**config.mk**
```make
export PLATFORM = sky130hd
export DESIGN_NAME = zap_adpcm_audio_decoder_flat
export DESIGN_NICKNAME = d
export VERILOG_FILES = /design/src/zap_pkg.sv /design/src/zap_stream_if.sv /design/src/zap_adpcm_audio_decoder.sv /design/src/zap_ctrl.sv /design/src/zap_dp.sv /design/src/flat_wrapper.sv
export SDC_FILE = /design/constraint.sdc
export NUM_CORES = 1
export LEC_CHECK = 0
export ABC_AREA = 1
export CORE_ASPECT_RATIO = 1.4
export CORE_MARGIN = 5
export CORE_UTILIZATION = 50
export DETAILED_ROUTE_END_ITERATION = 6
export DONT_BUFFER_PORTS = 1
export PLACE_DENSITY = 0.66
export SETUP_SLACK_MARGIN = 0.05
export SLEW_MARGIN = 20
export SYNTH_ARGS = -nofsm -noshare
export SYNTH_HDL_FRONTEND = slang
export SYNTH_SLANG_ARGS = --single-unit
```
**constraint.sdc**
```tcl
create_clock -name clk -period 3.8 [get_ports clk]
set_input_delay 0.95 -clock clk [delete_from_list [all_inputs] [get_ports clk]]
set_output_delay 0.95 -clock clk [all_outputs]
set_load 0.005 [all_outputs]
```
**src/zap_pkg.sv**
```systemverilog
// ----------------------------------------------------------------------------
// zap_pkg: shared types and constants
// Status codes, controller/datapath handshake structs and the delta tables
// of the ADPCM audio decoder.
// ----------------------------------------------------------------------------
package zap_pkg;

	localparam int LEN_REG_BITS = 16;
	localparam int APB_ADDR_BITS = 3;
	localparam logic REG_OUTPUT_LENGTH = 1'b0;
	localparam logic [7:0] SAMPLE_INIT = 8'h80;

	typedef enum logic [1:0] {
		ST_OK   = 2'd0,
		ST_DONE = 2'd1,
		ST_ERR  = 2'd2
	} status_t;

	typedef enum logic [1:0] {
		MODE_TWO   = 2'd0,
		MODE_FOUR  = 2'd1,
		MODE_RAW   = 2'd2,
		MODE_RPT   = 2'd3
	} mode_t;

	typedef struct packed {
		logic accept;
		logic step;
	} cmd_t;

	typedef struct packed {
		logic has_results;
		logic step_last;
	} sts_t;

	function automatic logic signed [4:0] tab_two(input logic [1:0] code);
		logic signed [4:0] d;
		case (code)
			2'd0: d = -5'sd2;
			2'd1: d = -5'sd1;
			2'd2: d = 5'sd0;
			2'd3: d = 5'sd1;
			default: d = 5'sd0;
		endcase
		return d;
	endfunction

	function automatic logic signed [4:0] tab_four(input logic [3:0] code);
		logic signed [4:0] d;
		case (code)
			4'd0: d = -5'sd9;
			4'd1: d = -5'sd8;
			4'd2: d = -5'sd6;
			4'd3: d = -5'sd5;
			4'd4: d = -5'sd4;
			4'd5: d = -5'sd3;
			4'd6: d = -5'sd2;
			4'd7: d = -5'sd1;
			4'd8: d = 5'sd0;
			4'd9: d = 5'sd1;
			4'd10: d = 5'sd2;
			4'd11: d = 5'sd3;
			4'd12: d = 5'sd4;
			4'd13: d = 5'sd5;
			4'd14: d = 5'sd6;
			4'd15: d = 5'sd8;
			default: d = 5'sd0;
		endcase
		return d;
	endfunction

endpackage

```
**src/zap_stream_if.sv**
```systemverilog
// ----------------------------------------------------------------------------
// zap stream interfaces
// Valid/ready channels for compressed source bytes and decoded samples.
// ----------------------------------------------------------------------------
interface zap_byte_if;
	logic       valid;
	logic       ready;
	logic [7:0] data_byte;
	logic       start_of_stream;
	logic       end_of_source;

	modport source (output valid, data_byte, start_of_stream, end_of_source, input ready);
	modport sink (input valid, data_byte, start_of_stream, end_of_source, output ready);
endinterface

interface zap_sample_if;
	logic       valid;
	logic       ready;
	logic [7:0] sample_out;
	logic       last_of_run;
	logic [1:0] status;

	modport source (output valid, sample_out, last_of_run, status, input ready);
	modport sink (input valid, sample_out, last_of_run, status, output ready);
endinterface

```
**src/zap_adpcm_audio_decoder.sv**
```systemverilog
// ----------------------------------------------------------------------------
// zap_adpcm_audio_decoder: ADPCM audio decoder, top level
// Compressed source bytes come in on byte_ch, one per transfer, and unsigned
// 8-bit samples leave on sample_ch, up to 64 per source byte. Each sample
// carries last_of_run on the final result of its byte and a status code
// (valid, stream complete, source exhausted).
// The output_length register (APB, byte address 0) sets how many samples a
// stream yields; write it only while the decoder is idle.
// A byte is taken while the decoder is idle; its results are then formed one
// per cycle into the output register, and the byte holds the input until its
// last result is formed (a header byte with no result does not). The single
// shared sample adder and the one-deep output register set this. Results are
// registered, showing in the cycle after they are formed. While sample_ch is
// stalled the decoder holds its current result and stops stepping; a new byte
// is still taken once the previous byte has formed all its results.
// Reset puts the running sample at 128, clears all counters and sets
// output_length to 1; start_of_stream restarts a stream without touching
// output_length.
// ----------------------------------------------------------------------------
module zap_adpcm_audio_decoder import zap_pkg::*; #(
	parameter int LENGTH_BITS = 16
) (
	input  logic                     clk,
	input  logic                     arst_n,
	zap_byte_if.sink                 byte_ch,
	zap_sample_if.source             sample_ch,
	input  logic                     psel,
	input  logic                     penable,
	input  logic                     pwrite,
	input  logic [APB_ADDR_BITS-1:0] paddr,
	input  logic [31:0]              pwdata,
	output logic [31:0]              prdata,
	output logic                     pready
);

	logic [LEN_REG_BITS-1:0] len_q;
	logic                    reg_hit;
	cmd_t                    cmd;
	sts_t                    sts;

	assign pready  = 1'b1;
	assign reg_hit = (paddr[2] == REG_OUTPUT_LENGTH);
	assign prdata  = reg_hit ? 32'(len_q) : 32'd0;

	always_ff @(posedge clk or negedge arst_n) begin
		if (!arst_n) begin
			len_q <= LEN_REG_BITS'(1);
		end else if (psel && penable && pwrite && pready && reg_hit) begin
			len_q <= pwdata[LEN_REG_BITS-1:0];
		end
	end

	zap_ctrl u_ctrl (
		.clk       (clk),
		.arst_n    (arst_n),
		.in_valid  (byte_ch.valid),
		.in_ready  (byte_ch.ready),
		.out_valid (sample_ch.valid),
		.out_ready (sample_ch.ready),
		.cmd       (cmd),
		.sts       (sts)
	);

	zap_dp #(
		.LENGTH_BITS (LENGTH_BITS)
	) u_dp (
		.clk             (clk),
		.arst_n          (arst_n),
		.cmd             (cmd),
		.sts             (sts),
		.data_byte       (byte_ch.data_byte),
		.start_of_stream (byte_ch.start_of_stream),
		.end_of_source   (byte_ch.end_of_source),
		.output_length   (len_q),
		.sample_out      (sample_ch.sample_out),
		.last_of_run     (sample_ch.last_of_run),
		.status          (sample_ch.status)
	);

endmodule

```
**src/zap_ctrl.sv**
```systemverilog
// ----------------------------------------------------------------------------
// zap_ctrl: decoder controller
// Takes one source byte at a time and sequences one result per step into
// the output register, holding off the source until the byte is done.
// ----------------------------------------------------------------------------
module zap_ctrl import zap_pkg::*; (
	input  logic clk,
	input  logic arst_n,
	input  logic in_valid,
	output logic in_ready,
	output logic out_valid,
	input  logic out_ready,
	output cmd_t cmd,
	input  sts_t sts
);

	typedef enum logic {
		IDLE,
		EMIT
	} state_t;

	state_t state_q;
	logic   out_valid_q;
	logic   out_free;

	assign in_ready   = (state_q == IDLE);
	assign out_free   = !out_valid_q || out_ready;
	assign cmd.accept = in_valid && in_ready;
	assign cmd.step   = (state_q == EMIT) && out_free;
	assign out_valid  = out_valid_q;

	always_ff @(posedge clk or negedge arst_n) begin
		if (!arst_n) begin
			state_q     <= IDLE;
			out_valid_q <= 1'b0;
		end else begin
			if (cmd.step) begin
				out_valid_q <= 1'b1;
			end else if (out_ready) begin
				out_valid_q <= 1'b0;
			end
			case (state_q)
				IDLE: begin
					if (cmd.accept && sts.has_results) begin
						state_q <= EMIT;
					end
				end
				EMIT: begin
					if (cmd.step && sts.step_last) begin
						state_q <= IDLE;
					end
				end
				default: state_q <= IDLE;
			endcase
		end
	end

endmodule

```
**src/zap_dp.sv**
```systemverilog
// ----------------------------------------------------------------------------
// zap_dp: decoder datapath
// Holds the stream state, decodes header and payload bytes, and forms one
// clamped sample per step into the output register.
// ----------------------------------------------------------------------------
module zap_dp import zap_pkg::*; #(
	parameter int LENGTH_BITS = 16
) (
	input  logic                    clk,
	input  logic                    arst_n,
	input  cmd_t                    cmd,
	output sts_t                    sts,
	input  logic [7:0]              data_byte,
	input  logic                    start_of_stream,
	input  logic                    end_of_source,
	input  logic [LEN_REG_BITS-1:0] output_length,
	output logic [7:0]              sample_out,
	output logic                    last_of_run,
	output logic [1:0]              status
);

	localparam int EXT_BITS = (LENGTH_BITS > LEN_REG_BITS) ? LENGTH_BITS : LEN_REG_BITS;

	typedef enum logic [2:0] {
		K_TWO,
		K_FOUR,
		K_RAW,
		K_RPT,
		K_DELTA,
		K_ERR
	} kind_t;

	// stream state
	logic [7:0]             rs_q;
	mode_t                  mode_q;
	logic                   pay_q;
	logic [5:0]             rem_q;
	logic [LENGTH_BITS-1:0] sw_q;
	logic                   fin_q;

	// byte being worked
	logic [7:0] byte_q;
	logic       eos_q;
	kind_t      kind_q;
	logic [5:0] idx_q;
	logic [5:0] last_idx_q;

	logic [7:0]       sample_q;
	logic             last_q;
	status_t          status_q;

	logic [EXT_BITS-1:0]    len_ext;
	logic [LENGTH_BITS-1:0] eff_len;

	logic [7:0]             rs_e;
	logic [LENGTH_BITS-1:0] sw_e;
	logic                   pay_e;
	logic                   fin_e;
	logic                   skip;
	mode_t                  code;
	logic [5:0]             cnt;
	logic                   is_delta;

	logic signed [4:0] delta;
	logic signed [9:0] sum;
	logic [7:0]        new_s;
	logic [LENGTH_BITS-1:0] sw_n;
	logic              complete;
	logic              last;
	status_t           st;

	assign len_ext = EXT_BITS'(output_length);
	assign eff_len = len_ext[LENGTH_BITS-1:0];

	// accept side
	assign rs_e     = start_of_stream ? SAMPLE_INIT : rs_q;
	assign sw_e     = start_of_stream ? '0 : sw_q;
	assign pay_e    = start_of_stream ? 1'b0 : pay_q;
	assign fin_e    = start_of_stream ? 1'b0 : fin_q;
	assign skip     = fin_e || (sw_e >= eff_len);
	assign code     = mode_t'(data_byte[7:6]);
	assign cnt      = data_byte[5:0];
	assign is_delta = (code == MODE_RAW) && cnt[5];

	assign sts.has_results = !skip && (pay_e || code == MODE_RPT || is_delta || end_of_source);

	// step side
	always_comb begin
		case (kind_q)
			K_TWO: begin
				case (idx_q[1:0])
					2'd0: delta = tab_two(byte_q[1:0]);
					2'd1: delta = tab_two(byte_q[3:2]);
					2'd2: delta = tab_two(byte_q[5:4]);
					default: delta = tab_two(byte_q[7:6]);
				endcase
			end
			K_FOUR: delta = idx_q[0] ? tab_four(byte_q[7:4]) : tab_four(byte_q[3:0]);
			K_DELTA: delta = $signed(byte_q[4:0]);
			default: delta = 5'sd0;
		endcase
	end

	assign sum = $signed({2'b00, rs_q}) + $signed({{5{delta[4]}}, delta});

	always_comb begin
		if (kind_q == K_RAW) begin
			new_s = byte_q;
		end else if (sum < 10'sd0) begin
			new_s = 8'd0;
		end else if (sum > 10'sd255) begin
			new_s = 8'd255;
		end else begin
			new_s = sum[7:0];
		end
	end

	assign sw_n     = sw_q + LENGTH_BITS'(1);
	assign complete = (kind_q != K_ERR) && (sw_n >= eff_len);
	assign last     = complete || (idx_q == last_idx_q);

	always_comb begin
		if (complete) begin
			st = ST_DONE;
		end else if (last && eos_q) begin
			st = ST_ERR;
		end else begin
			st = ST_OK;
		end
	end

	assign sts.step_last = last;

	always_ff @(posedge clk or negedge arst_n) begin
		if (!arst_n) begin
			rs_q       <= SAMPLE_INIT;
			mode_q     <= MODE_TWO;
			pay_q      <= 1'b0;
			rem_q      <= '0;
			sw_q       <= '0;
			fin_q      <= 1'b0;
			eos_q      <= 1'b0;
			kind_q     <= K_TWO;
			idx_q      <= '0;
			last_idx_q <= '0;
		end else if (cmd.accept) begin
			rs_q   <= rs_e;
			sw_q   <= sw_e;
			fin_q  <= skip ? 1'b1 : fin_e;
			pay_q  <= pay_e;
			eos_q  <= end_of_source;
			idx_q  <= '0;
			if (start_of_stream) begin
				mode_q <= MODE_TWO;
				rem_q  <= '0;
			end
			if (!skip) begin
				if (pay_e) begin
					case (mode_q)
						MODE_TWO: begin
							kind_q     <= K_TWO;
							last_idx_q <= 6'd3;
						end
						MODE_FOUR: begin
							kind_q     <= K_FOUR;
							last_idx_q <= 6'd1;
						end
						default: begin
							kind_q     <= K_RAW;
							last_idx_q <= 6'd0;
						end
					endcase
					if (rem_q == 6'd0 || start_of_stream) begin
						pay_q <= 1'b0;
					end else begin
						rem_q <= rem_q - 6'd1;
					end
				end else if (code == MODE_RPT) begin
					kind_q     <= K_RPT;
					last_idx_q <= cnt;
				end else if (is_delta) begin
					kind_q     <= K_DELTA;
					last_idx_q <= 6'd0;
				end else begin
					mode_q     <= code;
					rem_q      <= cnt;
					pay_q      <= 1'b1;
					kind_q     <= K_ERR;
					last_idx_q <= 6'd0;
				end
			end
		end else if (cmd.step) begin
			idx_q <= idx_q + 6'd1;
			if (kind_q != K_ERR) begin
				rs_q <= new_s;
				sw_q <= sw_n;
			end
			if (complete || (last && eos_q)) begin
				fin_q <= 1'b1;
			end
		end
	end

	always_ff @(posedge clk) begin
		if (cmd.accept) begin
			byte_q <= data_byte;
		end
		if (cmd.step) begin
			sample_q <= (kind_q == K_ERR) ? rs_q : new_s;
			last_q   <= last;
			status_q <= (kind_q == K_ERR) ? ST_ERR : st;
		end
	end

	assign sample_out  = sample_q;
	assign last_of_run = last_q;
	assign status      = status_q;

endmodule

```
**src/flat_wrapper.sv**
```systemverilog
// flat-port wrapper written by rule: the top's interface ports become plain ports
module zap_adpcm_audio_decoder_flat import zap_pkg::*;
#(
	parameter int LENGTH_BITS = 16
)
  (clk, arst_n, psel, penable, pwrite, paddr, pwdata, prdata, pready, byte_ch_valid, byte_ch_data_byte, byte_ch_start_of_stream, byte_ch_end_of_source, byte_ch_ready, sample_ch_valid, sample_ch_sample_out, sample_ch_last_of_run, sample_ch_status, sample_ch_ready);
  zap_byte_if byte_ch_i ();
  zap_sample_if sample_ch_i ();
  input  logic clk;
  input  logic arst_n;
  input  logic psel;
  input  logic penable;
  input  logic pwrite;
  input  logic [APB_ADDR_BITS-1:0] paddr;
  input  logic [31:0] pwdata;
  output logic [31:0] prdata;
  output logic pready;
  input wire logic [$bits(byte_ch_i.valid)-1:0] byte_ch_valid;
  input wire logic [$bits(byte_ch_i.data_byte)-1:0] byte_ch_data_byte;
  input wire logic [$bits(byte_ch_i.start_of_stream)-1:0] byte_ch_start_of_stream;
  input wire logic [$bits(byte_ch_i.end_of_source)-1:0] byte_ch_end_of_source;
  output wire logic [$bits(byte_ch_i.ready)-1:0] byte_ch_ready;
  output wire logic [$bits(sample_ch_i.valid)-1:0] sample_ch_valid;
  output wire logic [$bits(sample_ch_i.sample_out)-1:0] sample_ch_sample_out;
  output wire logic [$bits(sample_ch_i.last_of_run)-1:0] sample_ch_last_of_run;
  output wire logic [$bits(sample_ch_i.status)-1:0] sample_ch_status;
  input wire logic [$bits(sample_ch_i.ready)-1:0] sample_ch_ready;
  assign byte_ch_i.valid = byte_ch_valid;
  assign byte_ch_i.data_byte = byte_ch_data_byte;
  assign byte_ch_i.start_of_stream = byte_ch_start_of_stream;
  assign byte_ch_i.end_of_source = byte_ch_end_of_source;
  assign byte_ch_ready = byte_ch_i.ready;
  assign sample_ch_valid = sample_ch_i.valid;
  assign sample_ch_sample_out = sample_ch_i.sample_out;
  assign sample_ch_last_of_run = sample_ch_i.last_of_run;
  assign sample_ch_status = sample_ch_i.status;
  assign sample_ch_i.ready = sample_ch_ready;
  zap_adpcm_audio_decoder #(.LENGTH_BITS(LENGTH_BITS)) u_core (.clk(clk), .arst_n(arst_n), .byte_ch(byte_ch_i), .sample_ch(sample_ch_i), .psel(psel), .penable(penable), .pwrite(pwrite), .paddr(paddr), .pwdata(pwdata), .prdata(prdata), .pready(pready));
endmodule
```
==> results of run 1 <==
==> kinds of logic (layout without fill, tap and decap cells) <==
group,Yosys count,count (layout),share of synthesized area (%)
AO/OA/AOI/OAI,179,179,15.0
adder cells (fa/ha/maj),59,59,11.0
buffers and inverters,162,149,10.0
AND/OR/NAND/NOR,383,383,24.6
flip-flops,97,97,36.5
multiplexers,1,1,0.148
XOR/XNOR,20,20,2.59
other,2,17,0.111
==> timing repair <==
action                                 4_1_cts  5_1_grt
setup endpoints to repair                    0        3
resized for setup                            0        2
endpoints found under the hold margin        0        0
hold buffers                                 0        0
==> per-stage QoR <==
stage / power [W] / cells / util, % / instance area (um2) / hold slack [ns]
floorplan: 0.00445 / 918 / - / 6830 / 0.449
global route: 0.00674 / 1087 / 54.2 / 7220 / 0.278
detailed placement: 0.00525 / 1071 / 51.9 / 6920 / 0.465
finish: 0.00610 / 1087 / 54.2 / 7220 / 0.295
CTS: 0.00615 / 1087 / 54.1 / 7210 / 0.281
global placement: 0.00519 / 1071 / 51.9 / 6920 / 0.463
==> worst reg2reg max path, stage by stage (launching register included) <==
cell and delay [ns]:
dfrtp_1 0.43, inv_1 0.08, nor3_1 0.30, nand3_1 0.18, nor2_1 0.12, inv_1 0.08
nor3_2 0.21, nand3_1 0.14, xor2_1 0.18, ha_1 0.31, nand2_1 0.07, inv_1 0.05
nand3_1 0.11, nor3_2 0.20, nand3_1 0.11, nand3_1 0.15, nand2_1 0.12, nand2_1 0.10
nand2_1 0.07, nand3_1 0.07, nand2_1 0.05, a21oi_1 0.11
==> path summary, 6_finish.rpt <==
path,startpoint,to
worst min-delay path,arst_n,u_core.len_q[1]
worst max-delay path,u_core.u_dp.sw_q[2],u_core.u_dp.fin_q
worst min register to register,u_core.u_dp.pay_q,u_core.u_dp.pay_q
max in group asynchronous,arst_n,u_core.u_dp.rs_q[7]
min in group clk,u_core.u_dp.pay_q,u_core.u_dp.pay_q
worst max register to register,u_core.u_dp.sw_q[2],u_core.u_dp.fin_q
==> cell type report <==
| type | instances | area [um2] |
|---|---|---|
| Sequential cell | 97 | 2470 |
| Timing Repair Buffer | 10 | 75.1 |
| Multi-Input combinational cell | 659 | 3680 |
| Fill cell | 1288 | 6110 |
| Tap cell | 182 | 228 |
| Clock buffer | 9 | 225 |
| Clock inverter | 7 | 62.6 |
| Inverter | 123 | 467 |
==> cell usage in the layout (no fill, tap or decap), types with 3 or more instances in the layout <==
cell	instances
a211oi_1	3
a21oi_1	67
a22oi_1	9
a31oi_1	3
buf_4	10
clkbuf_16	9
clkinv_1	5
clkinv_4	4
conb_1	17
dfrtp_1	66
dfxtp_1	10
edfxtp_1	19
ha_1	58
inv_1	110
inv_2	7
nand2_1	217
nand2_2	5
nand2_4	6
nand3_1	33
nand4_1	5
nor2_1	88
nor2_2	5
nor3_1	9
o211ai_1	8
o21ai_0	64
o21ai_1	3
o22ai_1	11
xnor2_1	3
xor2_1	17
==> layer usage <==
| metal | wire (um) | up-vias | track usage [%] |
|---|---|---|---|
| li1 | - | 2903 | - |
| met1 | 6380 | 2584 | 23.8 |
| met2 | 8590 | 122 | 39.1 |
| met3 | 586 | 20 | 2.75 |
| met4 | 317 | 0 | 5.56 |
| met5 | 0 | - | 0 |
==> where the power goes <==
part           internal, W  switching [W]
logic              0.00117        0.00219
registers          0.00156       0.000285
clock network     0.000457       0.000433
==> impl_metrics.csv, run 1 <==
group,metric,value,unit
grt,grt_pass1_wl,26.6,mm
cts,clkLatencyLatePin,0.35,ns
pwr,vdd_drop_max,0.000411,V
sta,fin_skew,0.00882,ns
placed_design,place.gp.congestion,0.901,
sta,finalSetupViolations,0,
critical_path,crit_cells,21,
synth,syn_area_per_cell,7.50,um2
job,maxCapViolations,0,
cts,tritoncts,"yes",
detailed_routing,routed_via_density,5.18,
final_layout,area_delta_synth_final,6.56,%
critical_path,crit_chain,"inv_1 -> nor3_1 -> nand3_1 -> nor2_1 -> inv_1 -> nor3_2 -> nand3_1 -> xor2_1 -> ha_1 -> nand2_1 -> inv_1 -> nand3_1 -> nor3_2 -> nand3_1 -> nand3_1 -> nand2_1 -> nand2_1 -> nand2_1 -> nand3_1 -> nand2_1 -> a21oi_1",
detailed_routing,wire_per_inst,14.6,um
synth,ys_ff_latch,97,
critical_path,worstPathRequired,4.08,ns
synth,ys_seq_area_share,36.5,%
sta,rsz0062_at_grt,"false",
sta,fin_ws,0.501,ns
critical_path,slowest_stage,"dfrtp_1",
detailed_routing,drc,0,
detailed_routing,finalWirelength,15.9,mm
placed_design,port_buffers,0,
detailed_routing,num_vias,5629,
sta,fin_crit,3.30,ns
cts,clk_path_buf_depth,2,
synth,netlist_area,6770,um2
synth,synth_ff_type,"dfrtp_1",
sta,max_freq,303,MHz
critical_path,critical_path.most_common_cell,"nand3_1",
sta,tns,0,ns
sta,finalCritPeriodShare,86.8,%
placed_design,dp_hpwl,12.2,mm
floorplan,die_h,148,um
critical_path,cp.buffers_inverters,3,
floorplan,io-pin-count,98,
final_layout,drive_above_1_share,7.07,%
grt,antenna_found_initial,0,
cts,cts_buffers,9,
grt,grt_max_degree,69,
cts,htree_levels,3,
grt,grt_pass1_vias,5583,
floorplan,core,13300,um2
grt,grt_util_all_layers,20.6,%
critical_path,critPathKind,"flop to flop",
floorplan,initial_core_util,50.8,%
synth,synth_top_cell_by_area,"dfrtp_1",
cts,cts_sinks,97,
floorplan,die_w,108,um
synth,yosys-top-cells-area,"dfrtp_1, nand2_1, ha_1",
final_layout,final_nets,1011,
critical_path,reg2reg_depth,21,
cts,path_clk_slew,0.08,ns
synth,ys_types,52,
sta,worst_pin_slew,0.714,ns
synth,yosysMostFrequentCell,"nand2_1",
cts,post_cts_buffers,0,
synth,async_flop_share,70.1,%
critical_path,slowest_delay,0.43,ns
floorplan,dieArea,16000,um2
critical_path,critPathTopFamily,"simple AND/OR/NAND/NOR gates",
final_layout,antenna_cells,0,
pwr,powerDensity,846,nW/um2
synth,synth_edf_count,19,
synth,synth_warnings,0,
synth,synth_top_area_share,24.4,%
status,status,"finished clean",
placed_design,pre_cts_slack,0.251,ns
critical_path,cp_max_fo,5,
grt,grt_overflow,0,
synth,netlist_instances,903,
critical_path,critPathCaptureType,"flop",
hold_path,hp-class,"input port to asynchronous set/reset pin",
critical_path,cp.arrival,3.58,ns
detailed_routing,drt_iter0_markers,265,
critical_path,reg2reg_slack,0.50,ns
pwr,p_leak,3.70,nW
sta,finalHoldViolations,0,
sta,maxSlewViolCount,0,
synth,synth_commonest_cells,"nand2_1, inv_1, nor2_1",
critical_path,start_kind,"flop",
detailed_routing,ant_nets,0,
detailed_routing,firstDrtPassIters,5,
sta,slew_headroom,51.9,%
floorplan,placementRows,50,
cts,clockRootBuffer,"clkbuf_16",
Power figures use the tool's default switching activity.
==> run 2: changes to the inputs <==
Settings changed: CTS_BUF_LIST set to sky130_fd_sc_hd__clkbuf_8.
==> run 2 against run 1 <==
  * Clock-buffer cell count unchanged
  * Final area down 1.4%
  * Clock skew about the same
  * Setup slack worse by 0.027 ns
  * Critical path depth down 4
  * First-iteration DRC count down 18%
  * Global-route usage up 0.073 points
  * Routed wire length up 0.11%
  * Via count up 0.53%
  * Largest cell class unchanged
==> impl_metrics.csv, run 2 (synthesized netlist as in run 1, its figures left out) <==
group,metric,value,unit
sta,hold_slack,0.259,ns
cts,cts_buffers,9,
grt,grt_pass1_wl,26.6,mm
placed_design,port_buffers,0,
final_layout,antenna_cells,0,
detailed_routing,wire_per_inst,14.6,um
final_layout,mostFrequentLayoutCell,"nand2_1",
final_layout,n_fill_cell,1291,
detailed_routing,ant_nets,0,
job,maxCapViolations,0,
grt,grt_overflow,0,
cts,htree_levels,3,
cts,clockRootBuffer,"clkbuf_8",
critical_path,critPathKind,"flop to flop",
hold_path,hp-class,"input port to asynchronous set/reset pin",
floorplan,core,13300,um2
pwr,powerDensity,826,nW/um2
final_layout,area_delta_synth_final,5.06,%
sta,worst_pin_slew,0.746,ns
critical_path,crit_chain,"inv_1 -> nor3_1 -> nand3_1 -> nor2_1 -> inv_1 -> nor3_2 -> nand3_1 -> xor2_1 -> ha_1 -> a21oi_1 -> o21ai_0 -> a21oi_1 -> nand3_1 -> nand2_1 -> nand2_1 -> nand2_1 -> o21ai_0",
final_layout,mostFrequentLayoutCells,"nand2_1, inv_1, nor2_1",
critical_path,critPathCaptureType,"flop",
critical_path,reg2reg_slack,0.47,ns
sta,finalCritPeriodShare,87.5,%
grt,grt_pass1_vias,5564,
cts,tritoncts,"yes",
critical_path,cp_max_fo,5,
detailed_routing,finalWirelength,15.9,mm
grt,antenna_found_initial,0,
final_layout,drive_above_1_share,7.07,%
status,status,"finished clean",
placed_design,dp_hpwl,12.2,mm
detailed_routing,num_vias,5659,
final_layout,final_nets,1011,
sta,finalSetupViolations,0,
floorplan,die_w,108,um
pwr,p_leak,3.65,nW
critical_path,slowest_delay,0.44,ns
grt,grt_max_degree,69,
detailed_routing,drc,0,
floorplan,die_h,148,um
cts,path_clk_slew,0.11,ns
floorplan,dieArea,16000,um2
sta,rsz0062_at_grt,"false",
final_layout,final_util,53.4,%
sta,finalHoldViolations,0,
critical_path,rr_startpoint,"u_core.u_dp.sw_q[2]",
floorplan,io-pin-count,98,
detailed_routing,drt_iter0_markers,217,
sta,fin_skew,0.00889,ns
sta,maxSlewViolCount,0,
critical_path,start_kind,"flop",
cts,clk_path_buf_depth,2,
grt,grt_util_all_layers,20.7,%
sta,max_freq,301,MHz
critical_path,timing.rr.end,"u_core.u_dp.status[1]",
critical_path,reg2reg_depth,17,
floorplan,initial_core_util,50.8,%
placed_design,place.gp.congestion,0.901,
critical_path,slowest_stage,"dfrtp_1",
cts,clkLatencyLatePin,0.38,ns
floorplan,placementRows,50,
critical_path,worstPathRequired,3.93,ns
detailed_routing,firstDrtPassIters,4,
detailed_routing,routed_via_density,5.21,
cts,cts_sinks,97,
sta,tns,0,ns
critical_path,cp.arrival,3.46,ns
sta,fin_crit,3.33,ns
sta,slew_headroom,49.7,%
pwr,vdd_drop_max,0.000371,V
run 2: worst max path at each step:
stage | startpoint | end | slack, ns | cells after the start
4_1_cts | u_core.u_dp.sw_q[2] | u_core.u_dp.fin_q | 0.21 | 21
6_report | u_core.u_dp.sw_q[2] | u_core.u_dp.status[1] | 0.47 | 17
3_5_place_dp | u_core.u_dp.sw_q[2] | u_core.u_dp.fin_q | 0.25 | 21
3_3_place_gp | u_core.u_dp.sw_q[2] | u_core.u_dp.fin_q | 0.33 | 21
5_1_grt | u_core.u_dp.sw_q[2] | u_core.u_dp.fin_q | 0.06 | 21
2_1_floorplan | u_core.u_dp.idx_q[0] | u_core.u_dp.sample_out[7] | 0.84 | 20
run 2: final cells by class:
class	count	area, um2	share of cell area [%]
multi-input cells	659	3680	51.8
repair buffers	10	75.1	1.06
clock buffers	9	124	1.74
flip-flops and latches	97	2470	34.8
inverters	123	467	6.56
clock inverters	7	62.6	0.879
well taps	182	228	3.20
run 2: per-stage QoR:
stage / power, W / cell area, um2 / setup slack [ns] / cells
floorplan: 0.00445 / 6830 / 0.838 / 918
global placement: 0.00519 / 6920 / 0.335 / 1071
detailed placement: 0.00525 / 6920 / 0.251 / 1071
CTS: 0.00591 / 7100 / 0.209 / 1087
global route: 0.00651 / 7110 / 0.0594 / 1087
finish: 0.00588 / 7110 / 0.474 / 1087
run 2: critical path: cells and delay by family (launching register included):
family                   cells  cell delay, ns
AND/OR/NAND/NOR              9            1.45
AO/OA/AOI/OAI                4            0.54
flip-flops                   1            0.44
adder cells (fa/ha/maj)      1            0.28
XOR/XNOR                     1            0.21
buffers and inverters        2            0.15
run 2: power by group:
group / internal, W / leakage [nW] / switching [W]
registers: 0.00156 / 1.07 / 0.000283
logic: 0.00117 / 2.49 / 0.00219
clock network: 0.000251 / 0.0923 / 0.000411
run 2: repair_timing:
item / 4_1_cts / 5_1_grt
setup endpoints to repair: 0 / 3
buffers inserted: 0 / 0
hold buffers: 0 / 0
gates resized for setup: 0 / 2
run 2: routing by layer:
metal / GRT usage [%] / share of wire [%]
met3: 2.32 / 3.5
met1: 23.9 / 40
met2: 38.7 / 54
met5: 0 / 0
met4: 7.20 / 1.9
